## config.mk

```make
export PLATFORM = sky130hd
export DESIGN_NAME = sdof_front
export DESIGN_NICKNAME = d
export VERILOG_FILES = /design/src/rtl/core/sdof_pkg.sv /design/src/rtl/core/sdof_front.sv
export SDC_FILE = /design/constraint.sdc
export NUM_CORES = 1
export LEC_CHECK = 0
export BUFFER_PORTS_ARGS = -buffer_cell sky130_fd_sc_hd__buf_4
export CAP_MARGIN = 10
export CORE_ASPECT_RATIO = 1.5
export CORE_UTILIZATION = 50
export CTS_CLUSTER_DIAMETER = 60
export CTS_CLUSTER_SIZE = 25
export DETAILED_ROUTE_END_ITERATION = 6
export GPL_TIMING_DRIVEN = 0
export PLACE_DENSITY = 0.91
export SYNTH_ARGS = -nofsm -noshare
export SYNTH_HDL_FRONTEND = slang
export SYNTH_SLANG_ARGS = --single-unit
```

## constraint.sdc

```tcl
create_clock -name clk -period 7.1 [get_ports clk]
set_clock_uncertainty 0.15 [all_clocks]
set_input_delay 1.42 -clock clk [delete_from_list [all_inputs] [get_ports clk]]
set_output_delay 1.42 -clock clk [all_outputs]
set_load 0.005 [all_outputs]
```

## src/rtl/core/sdof_pkg.sv

```systemverilog
`default_nettype none
package sdof_pkg;

  localparam int SampleW  = 32;
  localparam int DataW    = 48;
  localparam int CoefW    = 32;
  localparam int WarmW    = 24;
  localparam int StepW    = 8;
  localparam int WideW    = 80;
  localparam int SumW     = 51;
  localparam int UaccW    = 58;
  localparam int QDepth   = 4;
  localparam int QPtrW    = $clog2(QDepth);
  localparam int DivW     = DataW + 1;
  localparam int DivCntW  = $clog2(DivW + 1);

  // 0.001 in Q0.24
  localparam logic signed [CoefW-1:0] MeanWeight = 32'sd16777;

  localparam logic signed [WideW-1:0] Max48 = 80'sd140737488355327;
  localparam logic signed [WideW-1:0] Min48 = -80'sd140737488355328;

  // configuration register indexes
  localparam logic [2:0] CFG_GAIN   = 3'd0;
  localparam logic [2:0] CFG_MODE   = 3'd1;
  localparam logic [2:0] CFG_WARMUP = 3'd2;
  localparam logic [2:0] CFG_A01    = 3'd3;
  localparam logic [2:0] CFG_A23    = 3'd4;
  localparam logic [2:0] CFG_B01    = 3'd5;
  localparam logic [2:0] CFG_B23    = 3'd6;
  localparam logic [2:0] CFG_OSC    = 3'd7;

  localparam logic [1:0] SEL_DISP = 2'd0;
  localparam logic [1:0] SEL_VEL  = 2'd1;
  localparam logic [1:0] SEL_ACC  = 2'd2;

  typedef enum logic [1:0] {MK_SH8, MK_SH16, MK_SH24, MK_RND24} mul_kind_t;

  typedef enum logic [3:0] {
    OP_GAIN, OP_MEAN,
    OP_A0, OP_A1, OP_B0, OP_B1,
    OP_A2, OP_A3, OP_B2, OP_B3,
    OP_C, OP_W2
  } op_t;

  typedef enum logic [2:0] {
    B_IDLE, B_MUL_ISSUE, B_MUL_WAIT, B_DEMEAN,
    B_DIV_ISSUE, B_DIV_WAIT, B_STEP_END, B_FINISH
  } back_state_t;

  typedef struct packed {
    logic signed [SampleW-1:0] sample;
    logic                      restart;
    logic                      last;
    logic                      emit;
  } item_t;

  typedef struct packed {
    logic signed [CoefW-1:0] gain;
    logic [9:0]              mode;
    logic [WarmW-1:0]        warmup;
    logic [63:0]             a01;
    logic [63:0]             a23;
    logic [63:0]             b01;
    logic [63:0]             b23;
    logic [63:0]             osc;
  } cfg_t;

  typedef struct packed {
    logic                    start;
    mul_kind_t               kind;
    logic signed [CoefW-1:0] a;
    logic signed [DataW-1:0] x;
  } mul_req_t;

  function automatic logic signed [DataW-1:0] sat48(input logic signed [WideW-1:0] v);
    logic signed [DataW-1:0] r;
    if (v > Max48) r = Max48[DataW-1:0];
    else if (v < Min48) r = Min48[DataW-1:0];
    else r = v[DataW-1:0];
    return r;
  endfunction

endpackage
`default_nettype wire

```

## src/rtl/core/sdof_front.sv

```systemverilog
`default_nettype none
module sdof_front import sdof_pkg::*; (
  input  wire logic                      clk,
  input  wire logic                      rst,
  input  wire logic                      s_tvalid,
  output logic                           s_tready,
  input  wire logic signed [SampleW-1:0] sample,
  input  wire logic                      restart,
  input  wire logic                      last,
  input  wire logic [WarmW-1:0]          warmup,
  input  wire logic                      q_full,
  output logic                           push,
  output item_t                          push_item
);

  logic [WarmW-1:0] warm_count;
  logic [WarmW-1:0] warm_base;
  logic             warming;

  assign s_tready = !q_full;
  assign push     = s_tvalid && !q_full;

  // a restart beat counts as the first warm-up sample
  assign warm_base = restart ? '0 : warm_count;
  assign warming   = (warm_base < warmup);

  assign push_item.sample  = sample;
  assign push_item.restart = restart;
  assign push_item.last    = last;
  assign push_item.emit    = !warming;

  always_ff @(posedge clk) begin
    if (rst) begin
      warm_count <= '0;
    end else if (push) begin
      warm_count <= warming ? warm_base + 1'b1 : warm_base;
    end
  end

endmodule
`default_nettype wire

```

==> results.sh, run 1 <==
export IMPL_status="complete, no violations"
export IMPL_post_dp_cell_area_um2=2999
export IMPL_cts_sinks=24
export IMPL_synthesis_instances=320
export IMPL_ctsHoldBuffers=0
export IMPL_powerDensity_nw_per_um2=99.37
export IMPL_slew_headroom=0.4406
export IMPL_drive_gt1_frac=0.3067
export IMPL_reg_top3="warm_count (24)"
export IMPL_worstPathMaxFanout=10
export IMPL_synth_main_ff_cell="dfxtp_1"
export IMPL_area_delta_synth_final_pct=25.24
export IMPL_async_flop_share=0
export IMPL_hold_class="reg2reg"
export IMPL_power_leakage_nw=1.484
export IMPL_nets=473
export IMPL_coreArea_um2=4617
export IMPL_start_util=0.5282
export IMPL_setup_viol=0
export IMPL_die_w_um=59.02
export IMPL_clockRootBuffer="clkbuf_8"
export IMPL_overflow=0
export IMPL_die_y_um=87.53
export IMPL_wl_um=6137
export IMPL_numCtsBuffers=3
export IMPL_clk_latency_ps=270
export IMPL_ir_worst_vdd_mv=0.07374
export IMPL_drv_slew=0
export IMPL_io_pins=99
export IMPL_cts_clk_slew_worst_paths_ps=80
export IMPL_antenna_found_initial=0
export IMPL_r2r_worst_path_cells=11
export IMPL_largest_register="warm_count"
export IMPL_cts_resized=0
export IMPL_num_vias=2554
export IMPL_dpl_hpwl_um=4931
export IMPL_layout_setup_ws_ps=733.4
export IMPL_ys_warn_count=0
export IMPL_clockBufferDepth=2
export IMPL_largest_reg_flops=24
export IMPL_postRouteAntennaNets=0
export IMPL_critical_path_class="in2out"
export IMPL_vias_per_cell=5.650
export IMPL_grt_max_degree=14
export IMPL_post_place_ws_ps=788.7
export IMPL_grt_setup_unrepaired="no"
export IMPL_syn_avg_cell_area_um2=7.621
export IMPL_startpoint_type="input pin"
export IMPL_drtIter0Drc=108
export IMPL_drc_errors=0
export IMPL_dr_pass1_iters=4
export IMPL_tritoncts="built"
export IMPL_place_port_buffers=64
export IMPL_diodes=0
export IMPL_finalCritPeriodShare=0.8967
export IMPL_rows=30
export IMPL_postCtsSetupBuffers=0
export IMPL_tightest_slew_ps=839.1
export IMPL_synth_edff_count=0
export IMPL_grt_pass1_wl_um=9984
export IMPL_endpoint_kind="output pin"
export IMPL_post_synth_num_cell_types=46
export IMPL_gr_usage_all_layers=0.2428
export IMPL_cp_required_ps=5530
export IMPL_htreeDepth=1
export IMPL_period_needed_ps=6367
export IMPL_routedWlPerCell_um=13.58
export IMPL_die_area_um2=5166
export IMPL_hold_depth=2
export IMPL_syn_nets=404
export IMPL_hold_violations=0
export IMPL_finalSetupTns_ps=0
export IMPL_synth_seq_cells=24
export IMPL_syn_area_um2=2439
export IMPL_drv_cap=0
export IMPL_power_mw=0.3035
export IMPL_grt_pass1_vias=2452
export IMPL_gp_congestion=0.8830
export IMPL_final_area_um2=3054
export IMPL_seq_area_frac_synth=0.1970
export IMPL_timing_fmax_ghz=0.1571
export IMPL_cp_arrival_ps=4800
==> stage by stage <==
step	hold slack [ps]	util	cells
CTS	341.8	0.6615	452
global route	356.6	0.6615	452
detailed placement	329.9	0.6496	448
floorplan	297.0	-	320
global placement	306.2	0.6496	448
finish	347.3	0.6615	452
==> area by class of cell <==
class / count / area [µm²]
well taps: 64 / 80.08
fillers: 422 / 1563
plain buffers: 49 / 336.6
flip-flops and latches: 24 / 480.5
repair buffers: 64 / 480.5
multi-input cells: 222 / 1528
inverters: 25 / 93.84
clock buffers: 4 / 55.05
==> layout by cell type (no fill, tap or decap), types with 12 or more instances in the layout <==
cell,n
nor2b_1,23
ha_1,22
inv_1,23
dfxtp_1,24
buf_4,98
nand2_1,33
a21oi_1,22
nand4_1,13
mux2i_1,12
==> report_power, final <==
group | total, mW | switching [mW] | internal [mW]
clock network | 0.0953 | 0.0456 | 0.0496
registers | 0.136 | 0.000772 | 0.135
logic | 0.0724 | 0.0292 | 0.0431
==> Yosys cell counts (4+ instances only) <==
library cell   n  area share
a21o_1        11       0.034
a21oi_1       22       0.045
and2_1         5       0.013
and3_1         9       0.023
buf_4         34        0.10
clkbuf_1      10       0.015
dfxtp_1       24        0.20
ha_1          22        0.11
inv_1         23       0.035
mux2i_1       12       0.049
nand2_1       33       0.051
nand3_1       11       0.023
nand4_1       13       0.033
nor2_1         7       0.011
nor2b_1       23       0.059
nor3_1         8       0.016
o211ai_1       5       0.015
o21ai_0        4      0.0082
==> cell families (layout without fill, tap and decap cells) <==
logic type,after synthesis,after routing,synth area share
simple gates,125,125,0.2837
flops,24,24,0.1970
compound gates,59,59,0.1642
fa+ha+maj,22,22,0.1129
xor+xnor,2,2,0.007184
mux,14,14,0.05849
buf+inv,74,142,0.1765
==> worst paths after layout <==
kind	slack, ps	start	endpoint
max	730	restart	push_item[0]
min	350	warm_count[21]	warm_count[21]
min reg2reg	350	warm_count[21]	warm_count[21]
max reg2reg	3760	warm_count[15]	warm_count[15]
==> critical path, stage by stage <==
cell and delay, ps:
buf_4 120, buf_6 160, clkbuf_1 370, clkbuf_1 420, nor2b_1 120, ha_1 310
nand4_1 180, nor4_1 540, and3_1 250, o311ai_2 120, and3_1 210, buf_6 130
inv_2 60, buf_2 220, buf_4 150
==> layer usage <==
metal,up-vias,track usage,wire length [µm]
met1,1198,0.2414,2313
met5,-,0,0
li1,1222,-,-
met2,117,0.4773,3331
met4,0,0.1169,148
met3,17,0.03102,342
Note: power is estimated with default switching activity, not from simulation.
==> run 2: changes to the inputs <==
BUFFER_PORTS_ARGS = -buffer_cell sky130_fd_sc_hd__buf_2   (was -buffer_cell sky130_fd_sc_hd__buf_4)
==> results.sh, run 2 (synthesis gave the netlist of run 1 again) <==
export IMPL_status="complete, no violations"
export IMPL_worstPathMaxFanout=10
export IMPL_layout_setup_ws_ps=684.1
export IMPL_postCtsSetupBuffers=0
export IMPL_seq_power_share=0.459
export IMPL_largest_register="warm_count"
export IMPL_multi_input_area_um2=1528
export IMPL_rows=30
export IMPL_grt_setup_unrepaired="no"
export IMPL_timing_fmax_ghz=0.1559
export IMPL_finalNonFillerCells=452
export IMPL_drc_errors=0
export IMPL_highest_layer="met4"
export IMPL_cp_arrival_ps=4850
export IMPL_overflow=0
export IMPL_postRouteAntennaNets=0
export IMPL_cts_clk_slew_worst_paths_ps=90
export IMPL_area_delta_synth_final_pct=18.68
export IMPL_nets=473
export IMPL_switching_power_mw=0.07790
export IMPL_r2r_worst_path_cells=10
export IMPL_die_y_um=87.53
export IMPL_clockBufferDepth=2
export IMPL_critical_path_class="in2out"
export IMPL_cts_resized=0
export IMPL_dr_pass1_iters=4
export IMPL_die_w_um=59.02
export IMPL_hold_class="reg2reg"
export IMPL_endpoint_kind="output pin"
export IMPL_powerDensity_nw_per_um2=102.4
export IMPL_clk_latency_ps=270
export IMPL_met2_wirelength_um=3291
export IMPL_io_pins=99
export IMPL_drv_cap=0
export IMPL_grt_pass1_vias=2345
export IMPL_gp_congestion=0.9204
export IMPL_wl_um=6096
export IMPL_placed_cells=448
export IMPL_hold_slack_ps=331.3
export IMPL_met3_wirelength_um=452
export IMPL_finalCritPeriodShare=0.9036
export IMPL_largest_reg_flops=24
export IMPL_antenna_found_initial=0
export IMPL_drv_slew=0
export IMPL_clockRootBuffer="clkbuf_8"
export IMPL_post_place_ws_ps=743.0
export IMPL_slew_headroom=0.4591
export IMPL_vias_per_cell=5.593
export IMPL_drtIter0Drc=116
export IMPL_hold_violations=0
export IMPL_tritoncts="built"
export IMPL_cts_sinks=24
export IMPL_htreeDepth=1
export IMPL_setup_viol=0
export IMPL_combPwrFrac=0.211
export IMPL_final_cell_mix="buf_2, buf_4, nand2_1"
export IMPL_coreArea_um2=4617
export IMPL_p_int_mw=0.2184
export IMPL_place_port_buffers=64
export IMPL_fill_cells=415
export IMPL_power_leakage_nw=1.429
export IMPL_tightest_slew_ps=811.3
export IMPL_finalSetupTns_ps=0
export IMPL_period_needed_ps=6416
export IMPL_diodes=0
export IMPL_ctsHoldBuffers=0
export IMPL_seq_area_um2=480.5
export IMPL_reg_top3="warm_count (24)"
export IMPL_switching_share=0.2629
export IMPL_m1WireLength_um=2214
export IMPL_ir_worst_vdd_mv=0.07632
export IMPL_startpoint_type="input pin"
export IMPL_dpl_hpwl_um=4810
export IMPL_num_vias=2528
export IMPL_clkPwrFrac=0.331
export IMPL_gr_usage_all_layers=0.2391
export IMPL_routedWlPerCell_um=13.49
export IMPL_die_area_um2=5166
export IMPL_drive_gt1_frac=0.3067
export IMPL_numCtsBuffers=3
export IMPL_grt_pass1_wl_um=9742
export IMPL_mostFrequentLayoutCell="buf_2"
export IMPL_cp_required_ps=5530
export IMPL_start_util=0.5282
export IMPL_hold_depth=2
export IMPL_grt_max_degree=14
## run 2: changes by cell type in the layout (fill, tap and decap cells not counted)
cell,delta
buf_2,+64
buf_4,-64
## run 2: final cells by class
class | instances | share of cell area
sequential | 24 | 0.1660
inverter | 25 | 0.03243
multi-input combinational | 222 | 0.5279
timing repair buffer | 64 | 0.1107
buffer | 49 | 0.1163
clock buffer | 4 | 0.01902
tap | 64 | 0.02767
## run 2: final timing paths
| kind | slack (ps) | endpoint | from |
|---|---|---|---|
| worst min-delay path | 330 | warm_count[8] | warm_count[8] |
| worst max-delay path | 680 | push_item[0] | restart |
| worst max register to register | 3890 | warm_count[23] | warm_count[15] |
| worst min register to register | 330 | warm_count[8] | warm_count[8] |
## run 2: metal layers
metal  track usage  up-vias
met1        0.2439     1152
met5             0        -
li1              -     1220
met2        0.4638      142
met4        0.1169        0
met3       0.02806       14
## run 2: critical path, stage by stage
cell and delay (ps):
buf_2 150, buf_6 170, clkbuf_1 380, clkbuf_1 420, nor2b_1 100, ha_1 310
nand4_1 180, nor4_1 550, and3_1 260, o311ai_2 120, and3_1 210, buf_6 130
inv_2 70, buf_2 210, buf_2 150
## run 2: per-stage QoR
step	area, µm²	total power [mW]	util
6_report	2894	0.2963	0.6268
5_1_grt	2894	0.3065	0.6268
4_1_cts	2894	0.2949	0.6268
3_5_place_dp	2839	0.2014	0.6149
3_3_place_gp	2839	0.1992	0.6149
2_1_floorplan	2439	0.1769	-
## run 2: power groups by stage
stage	clock network [mW]	logic (mW)	registers, mW
3_3_place_gp	0	0.0603	0.139
6_report	0.0980	0.0624	0.136
5_1_grt	0.102	0.0691	0.136
4_1_cts	0.0963	0.0628	0.136
2_1_floorplan	0	0.0381	0.139
3_5_place_dp	0	0.0624	0.139
