`config.mk`:
```
export PLATFORM = sky130hd
export DESIGN_NAME = sdof_queue
export DESIGN_NICKNAME = d
export VERILOG_FILES = /design/src/rtl/core/sdof_pkg.sv /design/src/rtl/core/sdof_queue.sv
export SDC_FILE = /design/constraint.sdc
export NUM_CORES = 1
export LEC_CHECK = 0
export ABC_CLOCK_PERIOD_IN_PS = 3750
export BUFFER_PORTS_ARGS = -buffer_cell sky130_fd_sc_hd__buf_2
export CORE_AREA = 4 4 141 143
export DETAILED_ROUTE_END_ITERATION = 8
export DIE_AREA = 0 0 145 147
export PLACE_DENSITY = 0.56
export SYNTH_ARGS = -nofsm -noshare
export SYNTH_HDL_FRONTEND = slang
export SYNTH_SLANG_ARGS = --single-unit
```
`constraint.sdc`:
```
create_clock -name clk -period 3.75 [get_ports clk]
set_input_delay 0.1875 -clock clk [delete_from_list [all_inputs] [get_ports clk]]
set_output_delay 0.1875 -clock clk [all_outputs]
set_load 0.01 [all_outputs]
```
`src/rtl/core/sdof_pkg.sv`:
```
`default_nettype none
package sdof_pkg;

  localparam int SampleW  = 32;
  localparam int DataW    = 48;
  localparam int CoefW    = 32;
  localparam int WarmW    = 24;
  localparam int StepW    = 8;
  localparam int WideW    = 80;
  localparam int SumW     = 51;
  localparam int UaccW    = 58;
  localparam int QDepth   = 4;
  localparam int QPtrW    = $clog2(QDepth);
  localparam int DivW     = DataW + 1;
  localparam int DivCntW  = $clog2(DivW + 1);

  // 0.001 in Q0.24
  localparam logic signed [CoefW-1:0] MeanWeight = 32'sd16777;

  localparam logic signed [WideW-1:0] Max48 = 80'sd140737488355327;
  localparam logic signed [WideW-1:0] Min48 = -80'sd140737488355328;

  // configuration register indexes
  localparam logic [2:0] CFG_GAIN   = 3'd0;
  localparam logic [2:0] CFG_MODE   = 3'd1;
  localparam logic [2:0] CFG_WARMUP = 3'd2;
  localparam logic [2:0] CFG_A01    = 3'd3;
  localparam logic [2:0] CFG_A23    = 3'd4;
  localparam logic [2:0] CFG_B01    = 3'd5;
  localparam logic [2:0] CFG_B23    = 3'd6;
  localparam logic [2:0] CFG_OSC    = 3'd7;

  localparam logic [1:0] SEL_DISP = 2'd0;
  localparam logic [1:0] SEL_VEL  = 2'd1;
  localparam logic [1:0] SEL_ACC  = 2'd2;

  typedef enum logic [1:0] {MK_SH8, MK_SH16, MK_SH24, MK_RND24} mul_kind_t;

  typedef enum logic [3:0] {
    OP_GAIN, OP_MEAN,
    OP_A0, OP_A1, OP_B0, OP_B1,
    OP_A2, OP_A3, OP_B2, OP_B3,
    OP_C, OP_W2
  } op_t;

  typedef enum logic [2:0] {
    B_IDLE, B_MUL_ISSUE, B_MUL_WAIT, B_DEMEAN,
    B_DIV_ISSUE, B_DIV_WAIT, B_STEP_END, B_FINISH
  } back_state_t;

  typedef struct packed {
    logic signed [SampleW-1:0] sample;
    logic                      restart;
    logic                      last;
    logic                      emit;
  } item_t;

  typedef struct packed {
    logic signed [CoefW-1:0] gain;
    logic [9:0]              mode;
    logic [WarmW-1:0]        warmup;
    logic [63:0]             a01;
    logic [63:0]             a23;
    logic [63:0]             b01;
    logic [63:0]             b23;
    logic [63:0]             osc;
  } cfg_t;

  typedef struct packed {
    logic                    start;
    mul_kind_t               kind;
    logic signed [CoefW-1:0] a;
    logic signed [DataW-1:0] x;
  } mul_req_t;

  function automatic logic signed [DataW-1:0] sat48(input logic signed [WideW-1:0] v);
    logic signed [DataW-1:0] r;
    if (v > Max48) r = Max48[DataW-1:0];
    else if (v < Min48) r = Min48[DataW-1:0];
    else r = v[DataW-1:0];
    return r;
  endfunction

endpackage
`default_nettype wire

```
`src/rtl/core/sdof_queue.sv`:
```
`default_nettype none
module sdof_queue import sdof_pkg::*; (
  input  wire logic  clk,
  input  wire logic  rst,
  input  wire logic  push,
  input  item_t      push_item,
  input  wire logic  pop,
  output item_t      pop_item,
  output logic       full,
  output logic       empty
);

  item_t            entries [QDepth];
  logic [QPtrW-1:0] wr_ptr;
  logic [QPtrW-1:0] rd_ptr;
  logic [QPtrW:0]   count;

  assign full     = (count == (QPtrW+1)'(QDepth));
  assign empty    = (count == '0);
  assign pop_item = entries[rd_ptr];

  // store beats in arrival order
  always_ff @(posedge clk) begin
    if (push) begin
      entries[wr_ptr] <= push_item;
    end
  end

  // advance pointers and fill count
  always_ff @(posedge clk) begin
    if (rst) begin
      wr_ptr <= '0;
      rd_ptr <= '0;
      count  <= '0;
    end else begin
      if (push) wr_ptr <= wr_ptr + 1'b1;
      if (pop)  rd_ptr <= rd_ptr + 1'b1;
      if (push && !pop)      count <= count + 1'b1;
      else if (!push && pop) count <= count - 1'b1;
    end
  end

endmodule
`default_nettype wire

```
==> metrics.txt, run 1 <==
peak supply drop=0.290 mV; number of global-route vias before repair=about 2900; Worst-Margin Slew=between 1 and 1.5 ns; io pins=between 70 and 80; CTS tree=done; Period minus WS final=2.23 ns; ant diodes=0; leakage=2.43 nW; CP Capture Type=output port; final max-slew violation count=0; Netlist Area Pre-Place=around 5500 µm²; Initial Util=29.8%; # resized after CTS=0; FF-to-FF path depth=3; chip height=~150 µm; share of layout cells above drive strength 1=around two fifths; WHS Endpoint=count[2]; CTS Root Buffer Type=clkbuf_16; fill count=roughly 1700; setup TNS=0 ns; DR WL/cell=approximately 17 µm; Startpoint Class=flip-flop; Slew HR=31.7%; Fin. Hold Viols=0; Slowest cell on crit path=dfxtp_2; DRC violations left=0; CTS Buf Count=17; HP Start=rst; first-pass GRT wire length=16100 µm; Hold Crit Depth=2; Skew-Pair Late Insertion Delay=0.41 ns; gr ovfl total=0; syn nets=between 200 and 300; crit-path max cell delay=0.99 ns; nets=about 390; Warnings, synthesis=0; Post-CTS Setup Inserts=0; initial antenna violation count=0; clk buf depth=2; Post-Route WL=between 10000 and 15000 µm; Yosys reg bits=around 150; reg-to-reg slack, setup=1.97 ns; port bufs=75; Clk pin slew, worst setup/hold paths=~0.06 ns; Yosys cell types=23; DRT iter0 DRCs=80; DPL Wire Length=between 5000 and 6000 µm; chip width=between 100 and 150 µm; H-tree levels=4; core area=about 19000 µm²; die area=around 21000 µm²; critical-path cell list=mux4_1 -> buf_2; pin count of the biggest net entering global routing=36; Gate Count Post-Synth=227; gr usage total=between 10% and 20%; num rows=50; maximum operating frequency=between 400 and 500 MHz; FFs w/ async S/R, synth=0%; Mean Syn Cell Area=roughly 24 µm²; clk sinks=between 100 and 150; detailed-route via count=~2600; Final ANT Viol Nets=0; FF-to-FF Start=wr_ptr[0]; RR Endpoint=entries[0][14]; type of the most critical hold path=in2reg; CP Max Fanout=35; Area growth, synth to finish=27.1%; RSZ-0062 raised after global routing=false; Final Setup Violations=0; Vias/cell=between 4 and 5; 1st-pass router iterations=4; status=finished clean; total of max-cap violations=0; gpl congestion=between 0.6 and 0.7; Setup CP Type=reg2out; EDFF count, synth=140; Final Skew=~0.011 ns; Seq/Total Area, Yosys=79.3%; pwr/cell area=around 550 nW/µm²; CP Data Required Time=about 3.6 ns; crit share post-route=59.5%; top_reg_cell synth=edfxtp_1; Tot Pwr=slightly below 4 mW; Crit path arrival time=2.04 ns
## critical path: cells and delay by family (launching register included)
kind | cells | cell delay [ns]
muxes | 1 | 0.46
DFF | 1 | 0.99
buffers and inverters | 1 | 0.17
## Yosys cell counts, types with 2 or more instances
master	number	area share, %
edfxtp_1	140	76
mux4_2	30	12
dfxtp_1	9	3.3
nor2_1	7	0.48
ha_1	5	1.1
mux4_1	5	2.4
and2_1	4	0.45
inv_1	4	0.27
buf_12	3	1.1
buf_2	3	0.27
xor2_1	3	0.48
mux2i_1	2	0.36
xnor2_1	2	0.32
## kinds of logic after synthesis
logic type / Yosys count / share of synthesized area [%]
adders and majority gates: 6 / 1.49
AOI/OAI and AO/OA: 2 / 0.181
DFF: 149 / 79.3
and+or+nand+nor: 15 / 1.33
xor gates and xnor gates: 5 / 0.792
muxes: 37 / 15.0
buffers and inverters: 13 / 1.99
## power by group
group          internal [mW]  switching, mW
sequential              1.91         0.0408
combinational          0.186          0.180
clock                  0.929          0.634
total                   3.03          0.856
## layout by cell type, fill, tap and decap left out, drive strengths merged, types with 4 or more instances in the layout
| master | synthesis | layout |
|---|---|---|
| clkbuf | 2 | 23 |
| mux4 | 35 | 35 |
| edfxtp | 140 | 140 |
| inv | 4 | 10 |
| buf | 7 | 77 |
| nor2 | 7 | 7 |
| dfxtp | 9 | 9 |
| and2 | 4 | 4 |
| dlygate4sd3 | 0 | 35 |
| ha | 5 | 5 |
## routing by layer
layer,global-route usage (%),wire (µm),vias up
li1,-,-,1192
met1,11.8,4370,1317
met2,16.8,5120,60
met3,3.58,413,16
met4,4.70,168,0
met5,0,0,-
## cell type report
class / instances / area (µm²) / area share (%)
Sequential cell: 149 / 4390 / 62.4
Clock inverter: 9 / 62.6 / 0.890
Timing Repair Buffer: 112 / 741 / 10.5
Clock buffer: 23 / 490 / 6.98
Tap cell: 234 / 293 / 4.16
Multi-Input combinational cell: 65 / 1040 / 14.8
Inverter: 4 / 15.0 / 0.214
## worst max path at each step
| stage | from | to | slack (ns) | depth (start not counted) |
|---|---|---|---|---|
| floorplan | wr_ptr[0] | entries[2][0] | 1.96 | 3 |
| global route | flip-flop | pop_item[32] | 1.37 | 2 |
| global placement | flip-flop | pop_item[32] | 1.93 | 2 |
| finish | flip-flop | pop_item[32] | 1.52 | 2 |
| CTS | flip-flop | pop_item[32] | 1.43 | 2 |
| detailed placement | flip-flop | pop_item[32] | 1.90 | 2 |
## metrics by stage
step	instances	cell area, µm²	setup WS (ns)	utilization, %	hold WS, ns
6_report	596	7030	1.52	37.8	0.0477
3_3_place_gp	529	6130	1.93	33.0	0.403
5_1_grt	596	7030	1.37	37.8	0.0620
4_1_cts	596	7030	1.43	37.8	0.0212
3_5_place_dp	529	6130	1.90	33.0	0.407
2_1_floorplan	227	5530	1.96	-	0.286
## state kept, by name, summed over array words and instances, names as in the netlist, named ones only
signal / flops
count: 3
entries: 140
rd_ptr: 2
wr_ptr: 2
## what timing repair did
action | in CTS | in global routing
hold endpoints to repair | 140 | 0
setup endpoints to repair | 0 | 0
hold buffers | 35 | 0
Power figures use the tool's default switching activity.
==> run 2: changes to the inputs <==
--- a/config.mk
+++ b/config.mk
@@ -5,7 +5,7 @@
 export SDC_FILE = /design/constraint.sdc
 export NUM_CORES = 1
 export LEC_CHECK = 0
-export ABC_CLOCK_PERIOD_IN_PS = 3750
+export ABC_CLOCK_PERIOD_IN_PS = 2200
 export BUFFER_PORTS_ARGS = -buffer_cell sky130_fd_sc_hd__buf_2
 export CORE_AREA = 4 4 141 143
 export DETAILED_ROUTE_END_ITERATION = 8
==> constraint.sdc (replaced) <==
create_clock -name clk -period 2.2 [get_ports clk]
set_input_delay 0.11 -clock clk [delete_from_list [all_inputs] [get_ports clk]]
set_output_delay 0.11 -clock clk [all_outputs]
set_load 0.01 [all_outputs]
==> run 2 against run 1 <==
Register-to-register slack got worse by 1.3 ns. Worst setup slack got worse by 1.3 ns. Worst hold slack got worse by 0.011 ns. Clock power rose by 94%. Sequential power grew 69%. Highest routed layer is now met5. Sequential share of layout area decreased by 1.7 points. Power up 80%. Cell count up 1.2%. Critical path type unchanged. Clock-buffer cell count shrank 4. Critical endpoint unchanged. Sequential cell count is the same. Combinational power rose by 86%.
==> metrics.txt, run 2 (synthesized netlist as in run 1, its figures left out) <==
gr ovfl total=0 (unchanged); pin count of the biggest net entering global routing=36 (unchanged); 1st-pass router iterations=4 (unchanged); most frequent cells in the layout=edfxtp_1 (140), buf_2 (75), dlygate4sd3_1 (38); HP Start=push; final max-slew violation count=0 (unchanged); type of the most critical hold path=in2reg; CTS Buf Count=17 (unchanged); Worst-Margin Slew=0.330 ns (-0.695 ns); fill count=1683 (-0.059%); wire length on met3=564 µm (+37%); CTS Root Buffer Type=clkbuf_16; CP Capture Type=output port; Largest register FFs=140 (unchanged); Final Skew=0.00670 ns (-0.00448 ns); wire length on met2=5010 µm (-2.1%); core area=18600 µm² (unchanged); Met1 Wirelength=4190 µm (-4.1%); die area=21300 µm² (unchanged); clk buf depth=2 (unchanged); Slew HR=78.0% (+46 points); Tot Pwr=7.00 mW (+80%); first-pass GRT wire length=15800 µm (-1.9%); CTS tree=done; CP Data Required Time=2.09 ns (-1.47 ns); status=finished clean; RR Endpoint=count[2]; RSZ-0062 raised after global routing=false; largest register by flop count=entries; WHS Endpoint=wr_ptr[1]; Hold Crit Depth=3 (+1); Regs by FF count=entries (140), count (3); Skew-Pair Late Insertion Delay=0.42 ns (about the same); Period minus WS final=between 1.5 and 2 ns; total of max-cap violations=0 (unchanged); clk sinks=149 (unchanged); Top Layer Used=met5; gpl congestion=0.618 (-2.8%); reg-to-reg slack, setup=0.70 ns (-1.27 ns); port bufs=75 (unchanged); chip height=147 µm (unchanged); ant diodes=0 (unchanged); DPL Wire Length=5760 µm (-3.6%); Area growth, synth to finish=30.6%; peak supply drop=0.529 mV (+82%); Final Setup Violations=0 (unchanged); DR WL/cell=16.5 µm (-2.1%); num rows=50 (unchanged); io pins=76 (unchanged); most common cell after layout, fill and taps aside=edfxtp_1; # resized after CTS=0 (unchanged); CP Max Fanout=35 (unchanged); leakage=2.51 nW (+3.3%); share of layout cells above drive strength 1=38.8% (-0.20 points); maximum operating frequency=around 520 MHz; Fin. Hold Viols=0 (unchanged); Startpoint Class=flip-flop; detailed-route via count=2642 (+2.2%); Post-Route WL=9970 µm (-0.97%); gr usage total=10.0% (-0.11 points); FF-to-FF Start=count[0]; Initial Util=29.8% (unchanged); DRC violations left=0 (unchanged); initial antenna violation count=1 (+1); chip width=145 µm (unchanged); DRT iter0 DRCs=107 (+34%); pwr/cell area=968 nW/µm² (+75%); Util after Layout=38.9% (+1.0 points); number of global-route vias before repair=2888 (+0.45%); H-tree levels=4 (unchanged); Vias/cell=4.38 (+1.0%); crit share post-route=87.9%; Setup CP Type=reg2out; FF-to-FF path depth=4 (+1); Final ANT Viol Nets=0 (unchanged); Clk pin slew, worst setup/hold paths=0.06 ns (about the same); nets=402 (+2.0%); Crit path arrival time=1.82 ns (-0.22 ns); setup TNS=0 ns (unchanged)
## run 2: cell count changes in the layout (fill, tap and decap cells not counted), sizes merged
cell,change
clkinv,+3
dlygate4sd3,+3
buf,+5
inv,-5
clkbuf,-4
bufinv,+5
## run 2: timing repair
item / 4_1_cts / 5_1_grt
endpoints found under the hold margin: 149 / 0
hold buffers: 38 / 0
setup endpoints to repair: 0 / 0
setup buffers: 0 / 0
## run 2: worst max-delay path, stage by stage, from the launching register on
cell and delay, ns:
dfxtp_2 0.34, buf_12 0.28, mux4_1 0.62, buf_2 0.16
## run 2: worst max path at each step
stage | start | end | slack (ns)
after global placement | pop | count[2] | 0.64
after global routing | flip-flop | pop_item[32] | 0.15
after detailed placement | push | count[2] | 0.58
after floorplan | wr_ptr[0] | entries[2][0] | 0.41
after CTS | flip-flop | pop_item[32] | 0.20
final | flip-flop | pop_item[32] | 0.27
## run 2: where the power goes
| part | leakage [nW] | internal (mW) | switching [mW] |
|---|---|---|---|
| logic | 0.844 | 0.344 | 0.340 |
| registers | 1.36 | 3.25 | 0.0396 |
| clock network | 0.301 | 1.99 | 1.03 |
| total | 2.51 | 5.58 | 1.41 |
## run 2: layout make-up
class / instances / area (µm²) / area share, %
Inverter: 4 / 15.0 / 0.208
Clock inverter: 12 / 184 / 2.55
Tap cell: 234 / 293 / 4.05
Clock buffer: 19 / 433 / 5.99
Multi-Input combinational cell: 65 / 1040 / 14.4
Sequential cell: 149 / 4390 / 60.7
Timing Repair Buffer: 120 / 871 / 12.1
## run 2: routing by layer
metal  vias up  track usage [%]
li1       1204                -
met1      1352             11.4
met2        63             16.3
met3        21             4.47
met4         2             4.56
met5         -                0
## run 2: stage by stage
step	worst slack, ns	instances	area, µm²	hold WS [ns]
floorplan	0.406	227	5530	0.209
global placement	0.639	534	6230	0.323
detailed placement	0.576	534	6230	0.329
CTS	0.199	603	7220	0.0100
global route	0.151	603	7220	0.0457
finish	0.266	603	7220	0.0370
==> run 3: changes to the inputs <==
--- a/config.mk
+++ b/config.mk
@@ -5,12 +5,14 @@
 export SDC_FILE = /design/constraint.sdc
 export NUM_CORES = 1
 export LEC_CHECK = 0
-export ABC_CLOCK_PERIOD_IN_PS = 2200
+export ABC_CLOCK_PERIOD_IN_PS = 1900
 export BUFFER_PORTS_ARGS = -buffer_cell sky130_fd_sc_hd__buf_2
+export CELL_PAD_IN_SITES_DETAIL_PLACEMENT = 1
+export CELL_PAD_IN_SITES_GLOBAL_PLACEMENT = 2
 export CORE_AREA = 4 4 141 143
 export DETAILED_ROUTE_END_ITERATION = 8
 export DIE_AREA = 0 0 145 147
-export PLACE_DENSITY = 0.56
+export PLACE_DENSITY = 0.65
 export SYNTH_ARGS = -nofsm -noshare
 export SYNTH_HDL_FRONTEND = slang
 export SYNTH_SLANG_ARGS = --single-unit
==> constraint.sdc (replaced) <==
create_clock -name clk -period 1.9 [get_ports clk]
set_input_delay 0.095 -clock clk [delete_from_list [all_inputs] [get_ports clk]]
set_output_delay 0.095 -clock clk [all_outputs]
set_load 0.01 [all_outputs]
==> run 3 against run 2 <==
Worst hold slack lost 0.0073 ns. Power is 11% higher. Non-clock buffer count up 6. Clock power is 3% higher. Sequential power increased by 16%. Combinational power is 20% higher. Register-to-register slack got worse by 0.32 ns. Clock-buffer cell count rose by 8. Global-route usage up 1.1 points. First-iteration DRC count rose by 35%. Die area stayed put. Critical endpoint is now pop_item[5].
==> metrics.txt, run 3 (synthesized netlist as in run 1, its figures left out) <==
status=finished clean; Slew HR=75.3% (-2.7 points); num rows=50 (unchanged); Area after DPL=6230 µm² (unchanged); largest register by flop count=entries; ant diodes=0 (unchanged); chip width=145 µm (unchanged); chip height=147 µm (unchanged); largest delay contributor family on the critical path=multiplexers; Initial Util=29.8% (unchanged); worst path bufs/invs=2 (unchanged); Min Hold Slack=0.0297 ns (-0.00731 ns); CTS Buf Count=17 (unchanged); CP Max Fanout=16 (-54%); Slowest cell on crit path=mux4_2; DR WL/cell=18.0 µm (+8.8%); gpl congestion=0.700 (+13%); FF-to-FF path depth=4 (unchanged); CP Data Required Time=1.80 ns (-0.29 ns); Largest register FFs=140 (unchanged); final max-slew violation count=0 (unchanged); nets=408 (+1.5%); maximum operating frequency=549 MHz; Skew-Pair Late Insertion Delay=0.41 ns (about the same); Regs by FF count=entries (140), count (3); DPL Wire Length=6690 µm (+16%); Startpoint Class=flip-flop; gr ovfl total=0 (unchanged); H-tree levels=4 (unchanged); Crit path arrival time=1.73 ns (-0.09 ns); path length in cells of the critical path=3 (unchanged); leakage=2.50 nW (-0.28%); total of max-cap violations=0 (unchanged); setup TNS=0 ns (unchanged); clk buf depth=2 (unchanged); port bufs=75 (unchanged); most common cell after layout, fill and taps aside=edfxtp_1; DRC violations left=0 (unchanged); Worst-Margin Slew=0.371 ns (+0.0410 ns); peak supply drop=0.614 mV (+16%); Util after Layout=38.7% (-0.20 points); pin count of the biggest net entering global routing=23 (-36%); fill count=1800 (+7.0%); die area=21300 µm² (unchanged); Final ANT Viol Nets=0 (unchanged); 1st-pass router iterations=4 (unchanged); Vias/cell=4.37 (-0.25%); RSZ-0062 raised after global routing=true; CTS tree=done; core area=18600 µm² (unchanged); FF-to-FF Start=count[0]; initial antenna violation count=1 (unchanged); critical-path cell list=buf_12 -> mux4_2 -> buf_6; reg-to-reg slack, setup=0.38 ns (-0.32 ns); number of global-route vias before repair=3049 (+5.6%); Final Skew=0.00407 ns (-0.00264 ns); pwr/cell area=1080 nW/µm² (+11%); CP Capture Type=output port; Period minus WS final=1.82 ns; share of layout cells above drive strength 1=40.2% (+1.4 points); gr usage total=11.1% (+1.1 points); Post-Route WL=11000 µm (+10%); CP endpoint=pop_item[5]; final instance area=7190 µm² (-0.50%); Setup WS post-layout=0.0769 ns (-0.190 ns); Cells after DPL=539 (+0.94%); Finished Layout Cells=610 (+1.2%); RR Endpoint=count[2]; Final Setup Violations=0 (unchanged); DRT iter0 DRCs=144 (+35%); HP Start=push; type of the most critical hold path=in2reg; crit-path max cell delay=0.55 ns (-0.07 ns); detailed-route via count=2666 (+0.91%); Clk pin slew, worst setup/hold paths=0.06 ns (about the same); most frequent cells in the layout=edfxtp_1 (140), buf_2 (72), dlygate4sd3_1 (37); Setup CP Type=reg2out; first-pass GRT wire length=17700 µm (+12%); clk sinks=149 (unchanged); dpl ws=0.254 ns (-0.322 ns); io pins=76 (unchanged); Tot Pwr=7.76 mW (+11%); Fin. Hold Viols=0 (unchanged); Area growth, synth to finish=29.9%; crit share post-route=between 90% and 100%; CTS Root Buffer Type=clkbuf_16
run 3: metal layers:
layer	vias up	wire [µm]	global-route usage, %
li1	1215	-	-
met1	1372	5040	14.5
met2	60	5330	17.3
met3	17	404	3.52
met4	2	187	4.70
met5	-	13	0
run 3: what timing repair did:
item                                    CTS  global route
gates resized for setup                   2             4
endpoints found under the setup margin   31             7
hold buffers                             37             0
endpoints found under the hold margin   149             0
setup buffers                             2             0
cloned                                    1             0
run 3: cell type report:
type	count	area [µm²]	share of cell area [%]
repair buffers	126	907	12.6
inverters	4	15.0	0.209
clock inverters	5	52.6	0.731
clock buffers	27	493	6.86
well taps	234	293	4.07
flip-flops and latches	149	4390	61.1
multi-input cells	65	1040	14.4
run 3: how the worst min path moves through the flow:
stage	slack, ns	end	depth (start not counted)
CTS	0.02	wr_ptr[0]	3
floorplan	0.19	entries[0][0]	0
global route	0.06	wr_ptr[0]	3
finish	0.03	wr_ptr[0]	3
global placement	0.31	entries[1][18]	1
detailed placement	0.31	entries[0][8]	1
run 3: tightest hold or removal path: cells and delay by family:
| family | cells | cell delay, ns |
|---|---|---|
| buffers and inverters | 1 | 0.15 |
| xor gates and xnor gates | 1 | 0.09 |
| and+or+nand+nor | 1 | 0.07 |
run 3: power by group:
group | total, mW | switching [mW] | internal, mW
Combinational | 0.820 | 0.401 | 0.419
Sequential | 3.82 | 0.0555 | 3.77
Clock | 3.12 | 1.22 | 1.90
Total | 7.76 | 1.67 | 6.09
